## src/design/spq_pkg.sv

```systemverilog
// ----------------------------------------------------------------------------
// Sorted priority queue package
// Request and response codes and the shared types for the cell chain.
// ----------------------------------------------------------------------------
`default_nettype none

package spq_pkg;

  localparam int unsigned KeyW     = 32;
  localparam int unsigned PayloadW = 64;

  // Bit pattern of IEEE-754 double +infinity, returned on an empty extract
  localparam logic [PayloadW-1:0] PinfBits = 64'h7FF0_0000_0000_0000;

  typedef enum logic {
    FUNC_INSERT  = 1'b0,
    FUNC_EXTRACT = 1'b1
  } spq_func_e;

  typedef enum logic [1:0] {
    ST_OK    = 2'd0,
    ST_FULL  = 2'd1,
    ST_EMPTY = 2'd2
  } spq_status_e;

  typedef logic signed [KeyW-1:0] key_t;
  typedef logic [PayloadW-1:0]    payload_t;

  // Broadcast from the controller to every cell
  typedef struct packed {
    logic     push;     // sorted insert of new_key/new_payload
    logic     pop;      // shift whole chain one place towards the head
    key_t     new_key;
    payload_t new_payload;
  } spq_ctrl_t;

endpackage

`default_nettype wire

```

## src/design/spq_cell.sv

```systemverilog
// ----------------------------------------------------------------------------
// Sorted priority queue cell
// One slot of the sorted chain: holds an entry, shifts right on insert at or
// beyond the insertion point and left on extract.
// ----------------------------------------------------------------------------
`default_nettype none

module spq_cell
  import spq_pkg::*;
(
  input  wire             clk_i,
  input  wire spq_ctrl_t  ctrl_i,
  input  wire             occ_i,        // slot holds a live entry
  input  wire             left_ins_i,   // left neighbour is at/after the insertion point
  input  wire key_t       left_key_i,
  input  wire payload_t   left_payload_i,
  input  wire key_t       right_key_i,
  input  wire payload_t   right_payload_i,
  output logic            ins_o,
  output key_t            key_o,
  output payload_t        payload_o
);

  key_t     key_q, key_d;
  payload_t payload_q, payload_d;

  // Strict compare keeps equal keys ahead of the new entry (FIFO on ties)
  assign ins_o = !occ_i || (key_q > ctrl_i.new_key);

  always_comb begin
    key_d     = key_q;
    payload_d = payload_q;
    if (ctrl_i.push && ins_o) begin
      if (left_ins_i) begin
        key_d     = left_key_i;
        payload_d = left_payload_i;
      end else begin
        key_d     = ctrl_i.new_key;
        payload_d = ctrl_i.new_payload;
      end
    end else if (ctrl_i.pop) begin
      key_d     = right_key_i;
      payload_d = right_payload_i;
    end
  end

  always_ff @(posedge clk_i) begin
    key_q     <= key_d;
    payload_q <= payload_d;
  end

  assign key_o     = key_q;
  assign payload_o = payload_q;

endmodule

`default_nettype wire

```

## config.mk

```make
export PLATFORM = sky130hd
export DESIGN_NAME = spq_cell
export DESIGN_NICKNAME = d
export VERILOG_FILES = /design/src/design/spq_pkg.sv /design/src/design/spq_cell.sv
export SDC_FILE = /design/constraint.sdc
export NUM_CORES = 1
export LEC_CHECK = 0
export ABC_AREA = 1
export BUFFER_PORTS_ARGS = -buffer_cell sky130_fd_sc_hd__buf_2
export CAP_MARGIN = 10
export CORE_AREA = 2 2 150 152
export CTS_CLUSTER_DIAMETER = 100
export DETAILED_ROUTE_END_ITERATION = 10
export DIE_AREA = 0 0 152 154
export PLACE_DENSITY_LB_ADDON = 0.05
export SETUP_SLACK_MARGIN = 0.1
export SYNTH_ARGS = -nofsm -noshare
export SYNTH_HDL_FRONTEND = slang
export SYNTH_SLANG_ARGS = --single-unit
```

## constraint.sdc

```tcl
create_clock -name clk_i -period 5.9 [get_ports clk_i]
set_input_delay 0.295 -clock clk_i [delete_from_list [all_inputs] [get_ports clk_i]]
set_output_delay 0.295 -clock clk_i [all_outputs]
set_load 0.01 [all_outputs]
```

## After elaboration in Yosys (flattened, before gate mapping)

Index checks and enable logic that the tools add are counted.

| cells by class | value |
|---|---|
| magnitude comparators | 1 |
| mux-type cells | 6 |
| reduce and logical (&&, ||, !) cells | 4 |

Operators by type and width:

| kind | number |
|---|---|
| 64-bit two-way mux | 3 |
| 32-bit two-way mux | 3 |
| 32-bit greater-than comparator | 1 |
| 2-bit nonzero test | 1 |
| 1-bit logical AND | 1 |
| 1-bit zero test | 1 |
| 1-bit logical OR | 1 |

| storage, ports and cells | value |
|---|---|
| bits in registers | 96 |
| input port bits | 293 |
| output and inout bits | 97 |
| word-level logic and storage cells | 13 |

## Logic depth before layout (Yosys ltp)

| depth | value |
|---|---|
| word-level depth | 4 |
| mapped depth | 22 |
| depth with buffers taken out | 20 |

## Worst setup path after synthesis

OpenSTA, ideal clock, no wires.

| timing | value |
|---|---|
| path type | reg-to-reg |
| start point | register key_q[31] (netlist: key_o[31]) |
| end point | register key_q[0] (netlist: key_o[0]) (enable) |
| library setup time | 0.458 ns |
| arrival | 3.929 ns |
| data required time | 5.442 ns |
| setup slack | 1.513 ns |
| stages on the path, launching flop included | 16 |
| clock period less this slack | 4.387 ns |
| cell sequence | edfxtp_1 ha_1 nand2_1 nor2_1 nand2_1 nor2_1 nand2_1 nand2_1 nand2_1 nand2_1 nand2_1 nand2_4 nand2_4 buf_6 buf_6 nand2_1 |

| on the way | value |
|---|---|
| word-level cells in the longest chain between the ends | 4 |

Ends and longest elaborated chain:

| item | line | RTL |
|---|---|---|
| from (decl) | spq_cell.sv:24 | `key_t key_q, key_d;` |
| from (signal assigned) | spq_cell.sv:48 | `key_q <= key_d;` |
| 32-bit greater-than comparator | spq_cell.sv:28 | `assign ins_o = !occ_i \|\| (key_q > ctrl_i.new_key);` |
| 1-bit logical OR | spq_cell.sv:28 |  |
| 1-bit logical AND | spq_cell.sv:33 | `if (ctrl_i.push && ins_o) begin` |
| 2-bit nonzero test (no source line) | - |  |

Every way passes these cells.
A chain may end at the register's enable or synchronous reset.

## Worst setup path in the final report

| timing | value |
|---|---|
| start point | register key_q[31] (netlist: key_o[31]) |
| end point | output port ins_o |

| on the way | value |
|---|---|
| word-level cells in the longest chain between the ends | 2 |

Ends and longest elaborated chain:

| item | line | RTL |
|---|---|---|
| 32-bit greater-than comparator | spq_cell.sv:28 |  |
| 1-bit logical OR | spq_cell.sv:28 |  |
| to (decl) | spq_cell.sv:19 | `output logic ins_o,` |

Every way passes these cells.

==> qor.log <==
[critical_path] kind of capture point of the worst setup path primary output
[sta] remaining max-slew budget at the tightest pin 24.28%
[final_layout] leading cell type in the layout, fill and taps excluded sky130_fd_sc_hd__buf_2
[critical_path] maximum fanout encountered on the critical timing path 97
[power] switching part of the total 31.79%
[power] static leakage 4.528 nW
[critical_path] type of the worst setup path flop to primary output
[sta] fin crit period 3.513 ns
[global_route] number of antenna violations at the first check in global routing 1
[power] post-layout power 2.196 mW
[min_path] number of stages on the worst hold path 3
[power] worst-case vdd ir drop 119.1 µV
[detailed_routing] detailed-route via count 6067
[global_route] pin count of the biggest net entering global routing 98
[detailed_routing] remaining routing DRC violations 0
[critical_path] FF-to-FF setup slack 2.68 ns
[cts] number of setup buffers added after CTS 0
[final_layout] sequential standard cell area 2883 µm²
[final_layout] commonest cells after routing, fill and taps aside sky130_fd_sc_hd__buf_2 (387), sky130_fd_sc_hd__nand2_1 (261), sky130_fd_sc_hd__nand3_1 (99), sky130_fd_sc_hd__edfxtp_1 (96), sky130_fd_sc_hd__mux2_2 (65)
[placed_design] placed instance count 1335
[detailed_routing] count of routing violations after the opening detailed-route iteration 297
[detailed_routing] post-DR vias/cell 4.487
[outcome] run status finished clean
[power] Gate power share 31.1%
[logic_synthesis] warning count from the yosys run 0
[logic_synthesis] cell area after synthesis 6213 µm²
[placed_design] placer's final routability congestion estimate 0.7880
[sta] pin slew with the least headroom to its limit 1.136 ns
[floorplanning] Core Rows 54
[final_layout] Final Net Count 1391
[final_layout] synth-to-layout area growth 38.84%
[cts] maximum clock path buffer count 2
[sta] Max Clock Freq 284.6 MHz
[sta] final setup margin 2.387 ns
[power] Flop pwr share 42.3%
[global_route] gr ovfl total 0
[critical_path] CP Launch Type flop
[floorplanning] overall die height 154 µm
[sta] Clock Skews 0.005850 ns
[detailed_routing] number of iterations in the first detailed-routing pass 6
[floorplanning] initial core utilization 28.65%
[cts] clock root buffer sky130_fd_sc_hd__clkbuf_16
[logic_synthesis] sequential fraction of the synthesis area 46.40%
[power] pwr dens 254.5 nW/µm²
[sta] Setup Viol. Count Final 0
[final_layout] Filler Cell Count 2284
[final_layout] layout cell share with drive strength beyond 1 44.54%
[logic_synthesis] synth unique cells 19
[sta] setup repair after global routing missed its margin no
[detailed_routing] sum of routed wire length over all layers 22100 µm
[floorplanning] count of pins on the block boundary 390
[final_layout] multi-input gate area in the final layout 2952 µm²
[placed_design] worst slack at placement 2.508 ns
[cts] TritonCTS clock tree built
[global_route] GRT Resource Usage Total 18.58%
[power] total net switching power 697.9 µW
[critical_path] beginning of the worst register-to-register path key_o[31]
[placed_design] post-detailed-placement half-perimeter wirelength 16410 µm
[logic_synthesis] total nets after synthesis 1030
[placed_design] number of buffer cells added on primary ports 389
[critical_path] Worst EP required 5.61 ns
[cts] H-tree depth reported by CTS 3
[sta] share of the cycle needed by the critical path after routing 59.55%
[min_path] Hold WC Path Type primary input to flop
[run] Maximum Capacitance Violations 0
[logic_synthesis] register bit count reported by yosys 96
[floorplanning] Die X-Extent 152 µm
[sta] Final Slew Violations 0
[cts] Clock Latency Late Sink 0.34 ns
[cts] clock edge transition at the registers on the reported setup and hold paths 0.06 ns
[power] cell-internal power 1.498 mW
[critical_path] Worst R2R End payload_o[34]
[detailed_routing] count of antenna-violating nets left after detailed routing 0
[cts] number of clock sinks seen by CTS 96
[min_path] worst min-delay path endpoint payload_o[56]
[sta] Setup Total Neg Slack 0 ns
[logic_synthesis] average cell area after synthesis 8.813 µm²
[critical_path] Critical Path AT 3.22 ns
[power] clock network fraction of design power 26.7%
[detailed_routing] average detailed-routed wire length per instance 16.34 µm
[global_route] global-route wire length before repair 33870 µm
[cts] number of gates resized after CTS 0
[cts] CTS Buf Count 9
[floorplanning] core footprint 21690 µm²
[cts] Post-CTS Hold Buffers 0
[floorplanning] DIE AREA 23410 µm²
[global_route] number of global-route vias before repair 6013
[min_path] Worst Min Path Start right_payload_i[56]
[logic_synthesis] Mapped Cells 705
[sta] number of hold violations in the final report 0
[final_layout] final std cells w/o fill 1352
[critical_path] Worst Reg-to-Reg Cells 14
-- worst max-delay path by stage --
stage                           from       endpoint  slack [ns]  cells after the start
after floorplan            key_o[31]       key_o[0]        1.51                     15
after CTS                  key_o[31]          ins_o        2.29                     13
after global routing       key_o[31]          ins_o        2.08                     13
after detailed placement  ctrl_i[95]  payload_o[43]        2.51                     14
final                      key_o[31]          ins_o        2.39                     13
after global placement    ctrl_i[95]  payload_o[43]        2.53                     16
-- cell usage after synthesis --
cell | count | area [µm²]
sky130_fd_sc_hd__ha_1 | 32 | 400.4
sky130_fd_sc_hd__buf_6 | 5 | 56.30
sky130_fd_sc_hd__clkbuf_1 | 23 | 86.33
sky130_fd_sc_hd__nand3_1 | 99 | 495.5
sky130_fd_sc_hd__o21ai_0 | 33 | 165.2
sky130_fd_sc_hd__a21oi_1 | 13 | 65.06
sky130_fd_sc_hd__buf_4 | 3 | 22.52
sky130_fd_sc_hd__o21a_1 | 1 | 7.510
sky130_fd_sc_hd__nand2_1 | 262 | 983.4
sky130_fd_sc_hd__edfxtp_1 | 96 | 2883
sky130_fd_sc_hd__nor3_1 | 1 | 5.000
sky130_fd_sc_hd__buf_1 | 2 | 7.510
sky130_fd_sc_hd__a21o_1 | 1 | 7.510
sky130_fd_sc_hd__buf_2 | 12 | 60.06
sky130_fd_sc_hd__mux2_2 | 65 | 732.0
sky130_fd_sc_hd__nor2_1 | 11 | 41.29
sky130_fd_sc_hd__inv_1 | 41 | 153.9
sky130_fd_sc_hd__nand4_1 | 3 | 18.77
sky130_fd_sc_hd__nand2_4 | 2 | 22.52
-- through the flow --
stage	hold WS (ns)	util, %	area, µm²
after CTS	0.1940	39.77	8625
after detailed placement	0.5644	38.43	8335
after floorplan	0.4736	-	6213
after global placement	0.5599	38.43	8335
final	0.2133	39.78	8627
after global routing	0.2096	39.78	8627
-- state kept, by name, indices dropped and copies added (netlist names) --
signal and count:
payload_o 64, key_o 32
-- power groups by stage --
stage,Combinational [mW],Clock (mW),Sequential [mW]
after floorplan,0.332,0,1.01
after global placement,0.697,0,0.941
after detailed placement,0.694,0,0.943
after CTS,0.697,0.606,0.929
after global routing,0.769,0.629,0.942
final,0.682,0.586,0.928
-- kinds of logic after synthesis --
group / Yosys count / share of synthesized area, %
adder cells (fa/ha/maj): 32 / 6.444
AO/OA/AOI/OAI: 48 / 3.947
multiplexers: 65 / 11.78
AND/OR/NAND/NOR: 378 / 25.21
flip-flops: 96 / 46.40
buffers and inverters: 86 / 6.222
-- layer usage --
layer | vias to the layer above | track usage (%) | share of wire, %
li1 | 3115 | - | -
met1 | 2701 | 21.52 | 40
met2 | 233 | 34.04 | 52
met3 | 18 | 4.453 | 6.8
met4 | 0 | 5.429 | 1.6
met5 | - | 0 | 0
-- layout make-up --
class,count,share of cell area [%]
multi-input combinational,523,34.21
antenna,1,0.02901
sequential,96,33.42
timing repair buffer,395,23.15
tap,280,4.061
clock buffer,10,2.654
clock inverter,6,0.6962
inverter,41,1.784
-- critical path, stage by stage, from the launching register on --
cell	delay [ns]
sky130_fd_sc_hd__edfxtp_1	0.39
sky130_fd_sc_hd__ha_1	0.39
sky130_fd_sc_hd__nand2_1	0.09
sky130_fd_sc_hd__nor2_1	0.14
sky130_fd_sc_hd__nand2_1	0.11
sky130_fd_sc_hd__nor2_1	0.22
sky130_fd_sc_hd__nand2_1	0.10
sky130_fd_sc_hd__nand2_1	0.06
sky130_fd_sc_hd__nand2_1	0.04
sky130_fd_sc_hd__nand2_1	0.05
sky130_fd_sc_hd__nand2_1	0.08
sky130_fd_sc_hd__nand2_4	0.07
sky130_fd_sc_hd__buf_4	0.81
sky130_fd_sc_hd__buf_2	0.28
(Power assumes the default switching activity.)
